File: src/design/rgb_iir_pkg.sv
// Shared types and constants for the RGB 2-D IIR low-pass filter.
`timescale 1ns / 1ps
`default_nettype none

package rgb_iir_pkg;

   localparam int PIX_W      = 8;   // one colour sample
   localparam int CHANNELS   = 3;
   localparam int GAIN_W     = 16;  // Q0.16 gains
   localparam int GAIN_FRAC  = 16;
   localparam int IMG_W_W    = 11;  // image_width register
   localparam int IMG_H_W    = 16;  // image_height register, row counter
   localparam int CSR_IDX_W  = 3;
   localparam int CSR_DATA_W = 16;

   localparam logic [IMG_W_W-1:0]  IMG_W_RESET = 11'd1024;
   localparam logic [IMG_H_W-1:0]  IMG_H_RESET = 16'd1024;
   localparam logic [GAIN_W-1:0]   GAIN_A_RESET = 16'd655;
   localparam logic [GAIN_W-1:0]   GAIN_B_RESET = 16'd58982;
   localparam logic [GAIN_W-1:0]   GAIN_C_RESET = 16'd53084;

   typedef enum logic [CSR_IDX_W-1:0] {
      CSR_IMAGE_WIDTH    = 3'd0,
      CSR_IMAGE_HEIGHT   = 3'd1,
      CSR_INPUT_GAIN     = 3'd2,
      CSR_NEIGHBOUR_GAIN = 3'd3,
      CSR_DIAGONAL_GAIN  = 3'd4
   } csr_index_type;

   typedef struct packed {
      logic [GAIN_W-1:0] input_gain;
      logic [GAIN_W-1:0] neighbour_gain;
      logic [GAIN_W-1:0] diagonal_gain;
   } gains_type;

   // Per-pixel position flags, carried with the pixel to the filter stage
   typedef struct packed {
      logic has_left;
      logic has_up;
      logic fwd_left;   // line store read is stale: take the previous output
      logic frame_end;
   } pos_flags_type;

endpackage

`default_nettype wire

File: src/design/rgb_iir_ctrl.sv
// Raster position counters and per-pixel edge and forwarding flags.
`timescale 1ns / 1ps
`default_nettype none

module rgb_iir_ctrl #(
   parameter int MAX_WIDTH = 1024
) (
   input  wire logic                                  clock,
   input  wire logic                                  reset,
   input  wire logic                                  accept,
   input  wire logic                                  s1_pending,
   input  wire logic [rgb_iir_pkg::IMG_W_W-1:0]       image_width,
   input  wire logic [rgb_iir_pkg::IMG_H_W-1:0]       image_height,
   output logic      [$clog2(MAX_WIDTH)-1:0]          rd_col,
   output logic      [$clog2(MAX_WIDTH)-1:0]          s1_col,
   output rgb_iir_pkg::pos_flags_type                 s1_flags
);

   localparam int COL_W = $clog2(MAX_WIDTH);
   localparam int CMP_W = (COL_W + 1 > rgb_iir_pkg::IMG_W_W) ? COL_W + 1
                                                             : rgb_iir_pkg::IMG_W_W;
   localparam int ROW_W = rgb_iir_pkg::IMG_H_W;

   logic [COL_W-1:0]  col_ff, col_in;
   logic [ROW_W-1:0]  row_ff, row_in;
   logic [COL_W-1:0]  s1_col_ff, s1_col_in;
   rgb_iir_pkg::pos_flags_type s1_flags_ff, s1_flags_in;

   logic [CMP_W-1:0]  width_ext;
   logic [CMP_W-1:0]  width_lim;
   logic [CMP_W-1:0]  col_p1;
   logic [ROW_W:0]    row_p1;
   logic [ROW_W:0]    height_lim;
   logic              last_col;
   logic              last_row;

   always_comb begin
      width_ext = CMP_W'(image_width);
      if (width_ext == '0) begin
         width_lim = CMP_W'(1);
      end else if (width_ext > CMP_W'(MAX_WIDTH)) begin
         width_lim = CMP_W'(MAX_WIDTH);
      end else begin
         width_lim = width_ext;
      end
      height_lim = (image_height == '0) ? (ROW_W+1)'(1) : {1'b0, image_height};

      col_p1   = CMP_W'(col_ff) + CMP_W'(1);
      row_p1   = {1'b0, row_ff} + (ROW_W+1)'(1);
      last_col = col_p1 >= width_lim;
      last_row = row_p1 >= height_lim;

      col_in      = col_ff;
      row_in      = row_ff;
      s1_col_in   = s1_col_ff;
      s1_flags_in = s1_flags_ff;
      if (accept) begin
         col_in = last_col ? '0 : COL_W'(col_p1);
         if (last_col) begin
            row_in = last_row ? '0 : row_p1[ROW_W-1:0];
         end
         s1_col_in             = col_ff;
         s1_flags_in.has_left  = col_ff != '0;
         s1_flags_in.has_up    = row_ff != '0;
         // the pixel still waiting to be filtered writes this column after the read
         s1_flags_in.fwd_left  = s1_pending && (s1_col_ff == col_ff);
         s1_flags_in.frame_end = last_col && last_row;
      end
   end

   always_ff @(posedge clock) begin
      if (reset) begin
         col_ff <= '0;
         row_ff <= '0;
      end else begin
         col_ff <= col_in;
         row_ff <= row_in;
      end
      s1_col_ff   <= s1_col_in;
      s1_flags_ff <= s1_flags_in;
   end

   assign rd_col   = col_ff;
   assign s1_col   = s1_col_ff;
   assign s1_flags = s1_flags_ff;

endmodule

`default_nettype wire

File: config.mk
export PLATFORM = sky130hd
export DESIGN_NAME = rgb_iir_ctrl
export DESIGN_NICKNAME = d
export VERILOG_FILES = /design/src/design/rgb_iir_pkg.sv /design/src/design/rgb_iir_ctrl.sv
export SDC_FILE = /design/constraint.sdc
export NUM_CORES = 1
export LEC_CHECK = 0
export BUFFER_PORTS_ARGS = -buffer_cell sky130_fd_sc_hd__buf_2
export CAP_MARGIN = 20
export CORE_UTILIZATION = 45
export DETAILED_ROUTE_END_ITERATION = 8
export PLACE_DENSITY = 0.71
export SLEW_MARGIN = 5
export SYNTH_ARGS = -nofsm -noshare
export SYNTH_HDL_FRONTEND = slang
export SYNTH_SLANG_ARGS = --single-unit
export TNS_END_PERCENT = 10
File: constraint.sdc
create_clock -name clock -period 6.75 [get_ports clock]
set_input_delay 0.3375 -clock clock [delete_from_list [all_inputs] [get_ports clock]]
set_output_delay 0.3375 -clock clock [all_outputs]
set_load 0.05 [all_outputs]
== After elaboration in Yosys (flattened, before gate mapping) ==
Index checks and enable logic that the tools add are counted.
Word-level totals
  input bits: 31
  ROM bits: 0
  memory bits (writable): 0
  output and inout port bits: 24
  flip-flop bits (word level): 40
  logic and storage cells: 25
  memories: 0
  bits in latches: 0
Cells by class
  divide/modulo/power cells: 0
  bitwise gates (word level): 0
  multiplexer cells: 5
  equal/unequal tests: 1
  reduce and logical (&&, ||, !) cells: 7
  shifts and indexed selects: 0
  order comparisons: 3
  add/subtract/negate cells: 2
  multiply operators: 0
Operator list (count)
  16-bit 2-to-1 mux: 2
  11-bit 2-to-1 mux: 2
  16-bit by 1-bit adder with 17-bit output (second input constant): 1
  17-bit by 16-bit >= comparator with 1-bit output: 1
  16-bit zero test: 1
  16-bit nonzero test: 1
  10-bit by 1-bit adder with 11-bit output (second input constant): 1
  11-bit >= comparator: 1
  11-bit > comparator (second input constant): 1
  11-bit zero test: 1
  10-bit == test: 1
  10-bit 2-to-1 mux: 1
  10-bit nonzero test: 1
  1-bit logical AND: 2
  2-bit AND reduction: 1

== Logic depth before layout (Yosys ltp) ==
  word-level depth: 5
  depth in mapped cells: 15
  depth with buffers taken out: 12

== Least setup slack after synthesis ==
No wires, ideal clock.
  path type: reg-to-reg
  start point: register col_ff[2] (netlist: rd_col[2])
  end point: register row_ff[12]
  buffers on the path: 3
  data required time: 6.676 ns
  cell stages (with the launch flop): 16
  setup slack: 3.312 ns
  period minus slack after synthesis: 3.438 ns
  data arrival time: 3.364 ns
  cells stage by stage: dfxtp_1 -> clkbuf_1 -> and3_1 -> and3_1 -> and3_1 -> clkbuf_1 -> nand3_1 -> xnor2_1 -> ha_1 -> o2111ai_1 -> a21oi_1 -> a31oi_1 -> a21boi_1 -> clkbuf_1 -> nand4b_1 -> a31oi_1
On the way
  cells in the longest elaborated chain, start to end: 3
RTL lines
  start, declared: RTL line rgb_iir_ctrl.sv:24  | logic [COL_W-1:0] col_ff, col_in;
  start signal, assigned: RTL line rgb_iir_ctrl.sv:76  | col_ff <= col_in;
  10-bit by 1-bit adder with 11-bit output: RTL line rgb_iir_ctrl.sv:48  | col_p1 = CMP_W'(col_ff) + CMP_W'(1);
  11-bit >= comparator: RTL line rgb_iir_ctrl.sv:50  | last_col = col_p1 >= width_lim;
  2-bit AND reduction (no line)
  end signal, assigned: RTL line rgb_iir_ctrl.sv:77  | row_ff <= row_in;
  end, declared: RTL line rgb_iir_ctrl.sv:25  | logic [ROW_W-1:0] row_ff, row_in;
No other way between the ends.
A chain may end at the register's enable or synchronous reset.

== Final worst setup path ==
  start point: register row_ff[0]
  end point: register row_ff[2]
On the way
  cells in the longest elaborated chain, start to end: 3
RTL lines
  16-bit by 1-bit adder with 17-bit output (*): RTL line rgb_iir_ctrl.sv:49  | row_p1 = {1'b0, row_ff} + (ROW_W+1)'(1);
  17-bit by 16-bit >= comparator with 1-bit output: RTL line rgb_iir_ctrl.sv:51  | last_row = row_p1 >= height_lim;
  16-bit 2-to-1 mux (*): RTL line rgb_iir_ctrl.sv:60  | row_in = last_row ? '0 : row_p1[ROW_W-1:0];
Mark *: on every way between the ends. The rest lies on a longest branch, timed or not.

==> results.md <==
* Sw Share at a little over a quarter
* Async SR Flop Fraction at 0%
* Largest net degree at the start of global routing at 34
* Top cell by count, worst path: ha_1
* Seq/Total Area, Yosys at 31.7%
* Maximum VDD drop at approximately 0.096 mV
* Synth top area cells: dfxtp_1, edfxtp_1, ha_1
* Global-route met2 utilization at between 20% and 30%
* Int Pwr at 0.351 mW
* Drt drc at 0
* CP max FO at 16
* CTS Buffer Depth at 2
* Initial DRT Pass Iterations at 4
* Delay-heaviest family, CP: simple AND/OR/NAND/NOR gates
* Syn Area/Cell at 8.70 µm²
* Grt met1 use at 25.9%
* Max Cap Viol at 0
* CTS sink cnt at 40
* Post-synth top area share at between 10% and 20%
* Status: finished clean
* Reg power frac at 53.5%
* Num ports at 55
* DRT antenna net count at 0
* Final Max Tran Viols at 0
* Worst-path clk slew at ~0.080 ns
* Initial core utilization at 46.7%
* Fin area at 3330 µm²
* Vias in the first global route at roughly 2300
* DRT iter0 DRCs at 165
* Fin. Hold Viols at 0
* Vias at around 2600
* Place WS at around 3.1 ns
* Global-route wire length before repair at between 10 and 15 mm
* Layout cell share with drive strength beyond 1 at between 10% and 20%
* Antenna diodes at 0
* Total nets after synthesis at slightly above 400
* Worst path max stage delay at approximately 0.60 ns
* Via/cell ratio at between 5 and 6
* Routability cong. at 0.830
* Wirelength per Cell at roughly 13 µm
* Cell count after synthesis at between 300 and 400
* Tot Pwr at 0.482 mW
* CTS root buffer: clkbuf_8
* Routed WL at 6.19 mm
* Crit path time final at about 3.7 ns
* Met3 GRT Util at approximately 4.2%
* Switching power total at roughly 0.13 mW
* Die Ht at roughly 83 µm
* Critical-path cell list: ha_1 -> inv_1 -> nor2_1 -> nand4_1 -> xnor2_1 -> ha_1 -> a21oi_1 -> o21ai_0 -> a221o_1 -> nor4_4 -> buf_8 -> nand4b_1 -> a31oi_1
* Nets@finish at about 450
* Critical-path top delay cell: nor4_4
* Port bufs at between 50 and 60
* Core ar. at between 6000 and 7000 µm²
* Die area at approximately 6900 µm²
* Total grt overflow at 0
* Setup Skew at roughly 0.0053 ns
* Hold buffers post-CTS at 0
* Leak pwr at around 1.6 nW
* CTS tree: built
* FF+latch count, synth at 40
* Logic pwr share at 14.4%
* WS Path Type: reg2reg
* Worst-margin pin slew at between 0.6 and 0.7 ns
* Top_reg_cell synth: dfxtp_1
* Mapped Area at between 2000 and 3000 µm²
* Detailed placer's ending HPWL at approximately 4.7 mm
* Area Overhead vs Synth at 12.3%
* Setup Fix Bufs, Post-CTS at 0
* PD cells at 145 nW/µm²
* Dpl cell area at approximately 3200 µm²
* Htree depth at 2
* Die Width at approximately 83 µm
* Core Rows at 29
* Distinct cells, synth at 41
* Critical path buffers and inverters at 2
* Data required time of the worst path at about 7.0 ns
* Leading area contributor after synthesis: dfxtp_1
* Number of synthesized flops with an enable pin at 14
* Synth warn at 0
* GRT Total Usage at a little under a fifth
* PostCTS Resize Cnt at 0
* Final period util at about 55%
* Most frequent cells after synthesis: nand3_1, ha_1, dfxtp_1
* Final Worst Setup Slack at 3.04 ns
* Clock power share at between 30% and 40%
* Most common cell in the synthesized netlist: nand3_1
* Antenna violations before repair at 0
* Fmax at about 0.27 GHz
* Final setup TNS at 0 ns
* Crit. End Element: register
* CTS Buf Count at 5
* Final setup viols at 0
* Min-Delay Path Class: in2reg
* RSZ-0062 raised after global routing: no
* Slew margin rel. at a little over half
* Most used routing layer: met2
* Data arrival, critical path at 3.92 ns
* Startpoint Class: register
* Clock Latency Late Sink at about 0.29 ns
-- worst paths after layout --
kind	start	end	slack [ns]	depth (start not counted)
min reg2reg	row_ff[1]	row_ff[1]	0.52	2
max reg2reg	row_ff[0]	row_ff[2]	3.04	13
max	row_ff[0]	row_ff[2]	3.04	13
min	s1_pending	s1_flags[1]	0.40	3
-- registers in the layout (all words and copies together), names as in the netlist --
name / cells
row_ff: 16
rd_col: 10
s1_col: 10
s1_flags: 4
-- logic make-up after synthesis --
kind of cell / Yosys count / share of synthesized area [%]
AND/OR/NAND/NOR: 138 / 26.9
AO/OA/AOI/OAI: 55 / 12.0
buffers and inverters: 44 / 6.58
flip-flops: 40 / 31.7
XOR/XNOR: 33 / 9.74
adder cells (fa/ha/maj): 31 / 13.1
-- worst min-delay path, delay by kind of cell --
kind | cells | cell delay (ns)
and+or+nand+nor | 2 | 0.10
buffers and inverters | 1 | 0.09
-- per-layer routing --
| metal | share of wire (%) | wire (µm) |
|---|---|---|
| met5 | 0 | 0 |
| met4 | 0.40 | 25 |
| met3 | 4.4 | 274 |
| met2 | 46 | 2850 |
| met1 | 49 | 3040 |
-- cells in the final DEF, fill, tap and decap left out, types with 2 or more instances in the layout --
cell,netlist,routed
inv_1,22,22
a21oi_1,16,16
buf_2,0,54
a21o_1,9,9
nor3_1,6,6
dfxtp_1,26,26
nand4_1,8,8
o21ai_0,3,3
nand2_1,17,17
xor2_1,11,11
nand2b_1,20,20
a31oi_1,12,12
nor3b_1,5,5
nand3b_1,3,3
ha_1,31,31
nand4b_1,6,6
nand3_1,33,33
nor2_1,14,14
and3_1,11,11
edfxtp_1,14,14
and3_4,2,2
clkbuf_8,0,5
xnor2_1,22,22
o22ai_1,6,6
nor4_1,8,8
-- area by class of cell --
class	instances	area (µm²)
clock buffers	6	72.6
clock inverters	2	12.5
fillers	587	3020
inverters	23	86.3
multi-input cells	257	1830
flip-flops and latches	40	941
well taps	77	96.3
repair buffers	56	293
-- metrics by stage --
step	util, %	instances	hold slack (ns)
2_1_floorplan	-	341	0.450
4_1_cts	52.5	461	0.400
3_5_place_dp	51.2	453	0.502
5_1_grt	52.5	461	0.389
6_report	52.5	461	0.401
3_3_place_gp	50.9	452	0.491
-- power by group through the flow --
stage                     registers [mW]  clock network [mW]  logic [mW]
final                              0.258               0.154      0.0696
after global routing               0.259               0.169      0.0773
after CTS                          0.258               0.159      0.0705
after detailed placement           0.264                   0      0.0702
after global placement             0.263                   0      0.0684
after floorplan                    0.280                   0      0.0300
(Power assumes the default switching activity.)
