## config.mk

```make
export PLATFORM = sky130hd
export DESIGN_NAME = rgb_iir_lane
export DESIGN_NICKNAME = d
export VERILOG_FILES = /design/src/design/rgb_iir_pkg.sv /design/src/design/rgb_iir_lane.sv
export SDC_FILE = /design/constraint.sdc
export NUM_CORES = 2
export LEC_CHECK = 0
export BUFFER_PORTS_ARGS = -buffer_cell sky130_fd_sc_hd__buf_4
export CAP_MARGIN = 20
export CORE_MARGIN = 5
export CORE_UTILIZATION = 51
export CTS_CLUSTER_SIZE = 12
export DETAILED_ROUTE_END_ITERATION = 12
export PLACE_DENSITY = 0.7
export SYNTH_ARGS = -nofsm -noshare
export SYNTH_HDL_FRONTEND = slang
export SYNTH_SLANG_ARGS = --single-unit
```

## constraint.sdc

```tcl
create_clock -name clock -period 55.9 [get_ports clock]
set_input_delay 16.77 -clock clock [delete_from_list [all_inputs] [get_ports clock]]
set_output_delay 16.77 -clock clock [all_outputs]
set_load 0.05 [all_outputs]
```

## src/design/rgb_iir_pkg.sv

```systemverilog
// Shared types and constants for the RGB 2-D IIR low-pass filter.
`timescale 1ns / 1ps
`default_nettype none

package rgb_iir_pkg;

   localparam int PIX_W      = 8;   // one colour sample
   localparam int CHANNELS   = 3;
   localparam int GAIN_W     = 16;  // Q0.16 gains
   localparam int GAIN_FRAC  = 16;
   localparam int IMG_W_W    = 11;  // image_width register
   localparam int IMG_H_W    = 16;  // image_height register, row counter
   localparam int CSR_IDX_W  = 3;
   localparam int CSR_DATA_W = 16;

   localparam logic [IMG_W_W-1:0]  IMG_W_RESET = 11'd1024;
   localparam logic [IMG_H_W-1:0]  IMG_H_RESET = 16'd1024;
   localparam logic [GAIN_W-1:0]   GAIN_A_RESET = 16'd655;
   localparam logic [GAIN_W-1:0]   GAIN_B_RESET = 16'd58982;
   localparam logic [GAIN_W-1:0]   GAIN_C_RESET = 16'd53084;

   typedef enum logic [CSR_IDX_W-1:0] {
      CSR_IMAGE_WIDTH    = 3'd0,
      CSR_IMAGE_HEIGHT   = 3'd1,
      CSR_INPUT_GAIN     = 3'd2,
      CSR_NEIGHBOUR_GAIN = 3'd3,
      CSR_DIAGONAL_GAIN  = 3'd4
   } csr_index_type;

   typedef struct packed {
      logic [GAIN_W-1:0] input_gain;
      logic [GAIN_W-1:0] neighbour_gain;
      logic [GAIN_W-1:0] diagonal_gain;
   } gains_type;

   // Per-pixel position flags, carried with the pixel to the filter stage
   typedef struct packed {
      logic has_left;
      logic has_up;
      logic fwd_left;   // line store read is stale: take the previous output
      logic frame_end;
   } pos_flags_type;

endpackage

`default_nettype wire

```

## src/design/rgb_iir_lane.sv

```systemverilog
// One colour channel of the recursive filter: weighted sum, saturation and clip.
`timescale 1ns / 1ps
`default_nettype none

module rgb_iir_lane #(
   parameter int FRAC_BITS = 16
) (
   input  wire logic                               clock,
   input  wire logic                               accept,
   input  wire logic                               step,
   input  wire rgb_iir_pkg::gains_type             gains,
   input  wire rgb_iir_pkg::pos_flags_type         flags,
   input  wire logic [rgb_iir_pkg::PIX_W-1:0]      x,
   input  wire logic [FRAC_BITS+9:0]               up_ram,
   output logic      [FRAC_BITS+9:0]               y,
   output logic      [rgb_iir_pkg::PIX_W-1:0]      pix
);

   localparam int VAL_W    = FRAC_BITS + 10;            // signed Q9.F
   localparam int PROD_A_W = rgb_iir_pkg::GAIN_W + rgb_iir_pkg::PIX_W;
   localparam int ACC_W    = VAL_W + 19;
   localparam int A_PAD    = ACC_W - PROD_A_W - FRAC_BITS;
   localparam int SH_W     = ACC_W - rgb_iir_pkg::GAIN_FRAC;
   localparam int INT_W    = VAL_W - 1 - FRAC_BITS;     // integer bits of a positive value

   logic [PROD_A_W-1:0]       prod_a_ff, prod_a_in;
   logic signed [VAL_W-1:0]   left_ff, left_in;
   logic signed [VAL_W-1:0]   upleft_ff, upleft_in;

   logic signed [VAL_W-1:0]   up_raw;
   logic signed [VAL_W-1:0]   left_t;
   logic signed [VAL_W-1:0]   up_t;
   logic signed [VAL_W-1:0]   ul_t;
   logic signed [VAL_W:0]     nb_sum;
   logic signed [VAL_W+17:0]  prod_b;
   logic signed [VAL_W+16:0]  prod_c;
   logic signed [ACC_W-1:0]   acc;
   logic signed [SH_W-1:0]    shifted;
   logic                      ovf;
   logic signed [VAL_W-1:0]   y_sat;
   logic [INT_W-1:0]          int_part;

   always_comb begin
      prod_a_in = accept ? PROD_A_W'(gains.input_gain) * PROD_A_W'(x) : prod_a_ff;

      up_raw = flags.fwd_left ? left_ff : $signed(up_ram);
      left_t = flags.has_left ? left_ff : '0;
      up_t   = flags.has_up ? up_raw : '0;
      ul_t   = (flags.has_left && flags.has_up) ? upleft_ff : '0;

      nb_sum = (VAL_W+1)'(left_t) + (VAL_W+1)'(up_t);
      prod_b = $signed({1'b0, gains.neighbour_gain}) * nb_sum;
      prod_c = $signed({1'b0, gains.diagonal_gain}) * ul_t;
      acc    = $signed({{A_PAD{1'b0}}, prod_a_ff, {FRAC_BITS{1'b0}}})
             + ACC_W'(prod_b) - ACC_W'(prod_c);

      // arithmetic shift floors toward minus infinity
      shifted = acc[ACC_W-1:rgb_iir_pkg::GAIN_FRAC];
      ovf     = !(&shifted[SH_W-1:VAL_W-1]) && (|shifted[SH_W-1:VAL_W-1]);
      if (ovf) begin
         y_sat = shifted[SH_W-1] ? {1'b1, {(VAL_W-1){1'b0}}} : {1'b0, {(VAL_W-1){1'b1}}};
      end else begin
         y_sat = shifted[VAL_W-1:0];
      end

      int_part = y_sat[VAL_W-2:FRAC_BITS];
      if (y_sat[VAL_W-1]) begin
         pix = '0;
      end else if (int_part > INT_W'(255)) begin
         pix = '1;
      end else begin
         pix = int_part[rgb_iir_pkg::PIX_W-1:0];
      end

      left_in   = step ? y_sat : left_ff;
      upleft_in = step ? up_raw : upleft_ff;
   end

   always_ff @(posedge clock) begin
      prod_a_ff <= prod_a_in;
      left_ff   <= left_in;
      upleft_ff <= upleft_in;
   end

   assign y = y_sat;

endmodule

`default_nettype wire

```

Word level (Yosys, flattened, before mapping)
Cells that the tools add are included.

cells by class
  add/subtract/negate cells = 3
  $mul = 3
  div/mod/pow operators = 0
  magnitude comparators = 1
  equal/unequal tests = 0
  shifts and indexed selects = 0
  mux-type cells = 8
  bitwise gates (word level) = 0
  reductions and logical operators = 5

operators with widths
  cell                  count
  $mux W26              6
  $add A41 B44 Y45      1
  $sub A45 B43 Y45      1
  $mul A17 B27 Y44      1
  $mul A17 B26 Y43      1
  $add A26 B26 Y27      1
  $mul A16 B8 Y24       1
  $mux W8               2
  $gt A9 B8 Y1 const B  1
  $reduce_and A4 Y1     1
  $reduce_or A4 Y1      1
  $logic_and A1 B1 Y1   2
  $logic_not A1 Y1      1

word-level totals
  register bits = 76
  latch bits = 0
  memory bits (writable) = 0
  bits in read-only memories = 0
  input bits = 89
  output and inout bits = 34
  logic and storage cells = 23
  memories kept = 0

Longest topological paths before layout
  word-level depth = 13
  mapped depth = 48
  mapped depth without buffers = 42

Worst setup path after synthesis
No wires, ideal clock.

  path kind = in2out
  start = input flags[1] (netlist name)
  end = output y[20]
  arrival time = 27.774 ns
  required time = 39.130 ns
  setup slack = 11.356 ns
  cell stages on the path = 42
  path buffers = 5
  cells stage by stage = clkbuf_1 > clkbuf_1 > mux2_2 > and2_1 > ha_1 > inv_1 > fa_1 > nor2b_1 > o21a_1 > o21ai_0 > a21oi_1 > o2111ai_1 > a211o_1 > a31oi_1 > or4b_2 > nand3_1 > clkbuf_1 > nand2_1 > (+6 left out) > fa_1 > fa_1 > inv_1 > fa_1 > inv_1 > ha_1 > clkbuf_1 > a21o_1 > a21oi_1 > o21ai_0 > a41oi_1 > o21a_1 > a21oi_2 > o211a_1 > or3_1 > inv_2 > clkbuf_1 > a21oi_1

on the way
  cells in the longest elaborated chain, start to end = 10
  elaborated cells on any way between the ends = 12
  those cells by class = add/sub: 3; mul: 1; mux: 4; reduce/logical: 4

ends and longest elaborated chain
  element              RTL line            RTL
  start, declared      rgb_iir_lane.sv:12  input wire rgb_iir_pkg::pos_flags_type flags,
  $mux W26 *           rgb_iir_lane.sv:46  up_raw = flags.fwd_left ? left_ff : $signed(up_ram);
  net up_raw[0]        rgb_iir_lane.sv:30  logic signed [VAL_W-1:0] up_raw;
  $mux W26 *           rgb_iir_lane.sv:48  up_t = flags.has_up ? up_raw : '0;
  $add A26 B26 Y27 *   rgb_iir_lane.sv:51  nb_sum = (VAL_W+1)'(left_t) + (VAL_W+1)'(up_t);
  $mul A17 B27 Y44 *   rgb_iir_lane.sv:52  prod_b = $signed({1'b0, gains.neighbour_gain}) * nb_sum;
  $add A41 B44 Y45 *   rgb_iir_lane.sv:55  + ACC_W'(prod_b) - ACC_W'(prod_c);
  $sub A45 B43 Y45 *   rgb_iir_lane.sv:55
  $reduce_and A4 Y1    rgb_iir_lane.sv:59  ovf = !(&shifted[SH_W-1:VAL_W-1]) && (|shifted[SH_W-1:VAL_W-1]);
  $logic_not A1 Y1     rgb_iir_lane.sv:59
  $logic_and A1 B1 Y1  rgb_iir_lane.sv:59
  $mux W26 *           rgb_iir_lane.sv:60  if (ovf) begin
  end, declared        rgb_iir_lane.sv:15  output logic [FRAC_BITS+9:0] y,

The timed path passes the listed nets; every way through them passes the cells marked *.

Worst setup path after layout
  start = input flags[1] (netlist name)
  end = output y[10]

The elaborated chain is that of the path after synthesis.

==> out/metrics.csv <==
stage,metric,value,unit
run_status,status,"complete, no violations",
worst_setup_path,cp_max_fo,26,
layout,fillCellCount,7452,
layout,final_cells,5471,
synthesis,seq_area_frac_synth,0.0553,
worst_setup_path,crit_arrival,29.48,ns
placed_design,placed_cells,5453,
layout,layout-drive-gt1-share,0.0483,
layout,nets,5824,
floorplan,core,0.0804,mm^2
worst_setup_path,end_kind,primary output,
global_route,track_usage,0.256,
synthesis,synth_top_area_share,0.506,
synthesis,ys_async_sr_fraction,0,
layout,area_delta_synth_final,4.92,%
placed_design,place_congestion,0.954,
synthesis,synthFlopType,edfxtp_1,
global_route,first_global_vias,32300,
floorplan,die_w,294,um
cts,clk_pin_slew,0.07,ns
worst_setup_path,cp_slowest_cell,or4b_2,
global_route,overflow,0,
worst_setup_path,crit_required,39.13,ns
synthesis,synth_seq_cells,76,
timing,setup_viol,0,
job,cap_violations,0,
floorplan,die_height,294,um
worst_setup_path,crit_path_frequent_cell,fa_1,
detailed_routing,via_count,28900,
detailed_routing,remaining_drc_errors,0,
floorplan,start_util,0.513,
synthesis,yosys.area.top_type,fa_1,
detailed_routing,viasPerCell,5.28,
synthesis,netlist_area,0.0412,mm^2
timing,finalSetupTns,0,ns
worst_setup_path,slowest_delay,0.68,ns
synthesis,netlist_top_cells_area,"fa_1 51%, inv_1 11%, ha_1 8.8%",
timing,fin_crit,46.25,ns
synthesis,synth.net_count,5857,
detailed_routing,wl_per_cell,19.1,um
cts,htree_levels,3,
timing,fin_crit_sh,0.827,
timing,fin_skew,0.0191,ns
synthesis,synth_warnings,0,
floorplan,die_area,0.0867,mm^2
timing,slew_headroom,0.299,
layout,register_area,0.00228,mm^2
synthesis,synth_cells,4437,
cts,numCtsBuffers,9,
min_path,hold_class,reg2reg,
global_route,grt_pass1_wl,173000,um
placed_design,dpl.hpwl,88700,um
synthesis,synth.avg_cell_area,9.30,um^2
detailed_routing,drt-initial-drc-count,1486,
cts,cts_tree,done,
timing,fmax,21.6,MHz
cts,clock_path_buffers,2,
detailed_routing,final_antenna_net_count,0,
detailed_routing,drt_wl_total,104000,um
synthesis,synth_most_common_cell,inv_1,
cts,clockRootBuffer,clkbuf_16,
synthesis,synth-edff-count,76,
layout,multi_input_area,0.0337,mm^2
worst_setup_path,crit_type,in2out,
timing,tightest_slew,1.05,ns
detailed_routing,drtPass1Iterations,5,
global_route,antenna_found_initial,0,
timing,report.final.slew_viol_count,0,
global_route,grt_start_max_net_pins,80,
floorplan,num_io_pins,123,
cts,cts_resized,0,
synthesis,netlist_top_cells_count,"1225 x inv_1, 1042 x fa_1, 501 x nand2_1",
placed_design,io_buffers,121,
synthesis,synth_cell_type_count,72,
worst_setup_path,start_kind,input pin,
timing,final_hold_viol_count,0,
cts,hold_buffers,0,
timing,rsz0062_at_grt,false,
floorplan,rows,104,
cts,clock_sinks,76,
cts,post-cts-setup-buffer-count,0,
cts,clk_latency,0.41,ns
-- flip-flops by register name, indices dropped and copies added, names as in the netlist --
| register | count |
|---|---|
| left_ff | 26 |
| prod_a_ff | 24 |
| upleft_ff | 26 |
-- worst max-delay path, delay by kind of cell --
family	cells	cell delay, ns
adder cells (fa/ha/maj)	11	4.97
AO/OA/AOI/OAI	9	2.57
multiplexers	1	0.40
AND/OR/NAND/NOR	11	3.59
buffers and inverters	7	1.10
-- layout by cell type, fill, tap and decap left out, types with 4 or more instances in the layout --
master	synthesis	layout
nand2b_1	16	16
or3_1	8	8
fa_1	1042	1042
o21a_1	25	25
xnor2_1	57	48
o21bai_1	9	9
nor3_1	17	17
inv_1	1225	1225
and3_1	91	91
nor2b_1	21	21
xor2_1	18	18
clkbuf_16	0	9
nand3_1	29	29
o31ai_1	4	4
a21o_1	34	34
a2111o_1	4	4
or2_2	4	4
a21oi_1	72	72
a211oi_1	7	7
ha_1	289	289
nand4_1	9	9
nor2_1	56	56
a31oi_1	4	4
and2_1	489	488
o211ai_1	6	6
o21ai_0	35	35
xnor2_2	0	9
a211o_1	7	7
nand2_1	501	501
buf_4	0	145
mux2_2	26	26
edfxtp_1	76	76
-- routing by layer --
metal | vias up | wire, um | GRT usage
li1 | 12800 | - | -
met1 | 15000 | 38200 | 0.312
met2 | 866 | 54700 | 0.460
met3 | 251 | 4980 | 0.0255
met4 | 0 | 6350 | 0.120
met5 | - | 0 | 0
-- logic make-up after synthesis --
| logic type | share of synthesized area |
|---|---|
| muxes | 0.00783 |
| and+or+nand+nor | 0.157 |
| other | 0.0000909 |
| buffers and inverters | 0.130 |
| AOI/OAI and AO/OA | 0.0405 |
| adders and majority gates | 0.593 |
| DFF | 0.0553 |
| xor gates and xnor gates | 0.0159 |
-- through the flow --
stage / instance area (um^2) / hold WS, ns / worst slack [ns] / util
2_1_floorplan: 41200 / 0.552 / 11.36 / -
3_3_place_gp: 43000 / 0.569 / 10.09 / 0.535
3_5_place_dp: 43000 / 0.576 / 9.88 / 0.535
4_1_cts: 43300 / 0.592 / 9.86 / 0.538
5_1_grt: 43300 / 0.612 / 9.03 / 0.538
6_report: 43300 / 0.591 / 9.65 / 0.538
-- area by class of cell --
| cell class | instances | area share |
|---|---|---|
| Multi-Input combinational cell | 2946 | 0.779 |
| Antenna cell | 2 | 0.000116 |
| Tap cell | 1060 | 0.0306 |
| Inverter | 1226 | 0.106 |
| Clock buffer | 10 | 0.00529 |
| Timing Repair Buffer | 145 | 0.0252 |
| Sequential cell | 76 | 0.0527 |
| Clock inverter | 6 | 0.00113 |
-- path summary, 6_finish.rpt --
path / startpoint / end / slack [ns] / depth (start not counted)
worst max-delay path: flags[1] / y[10] / 9.65 / 39
worst min-delay path: left_ff[25] / upleft_ff[25] / 0.59 / 1
worst min register to register: left_ff[25] / upleft_ff[25] / 0.59 / 1
worst max register to register: left_ff[0] / left_ff[10] / 43.31 / 37
Power is left out: the tool's default activity adds up to more than one toggle a clock period on the data nets, which glitch-free logic cannot reach.
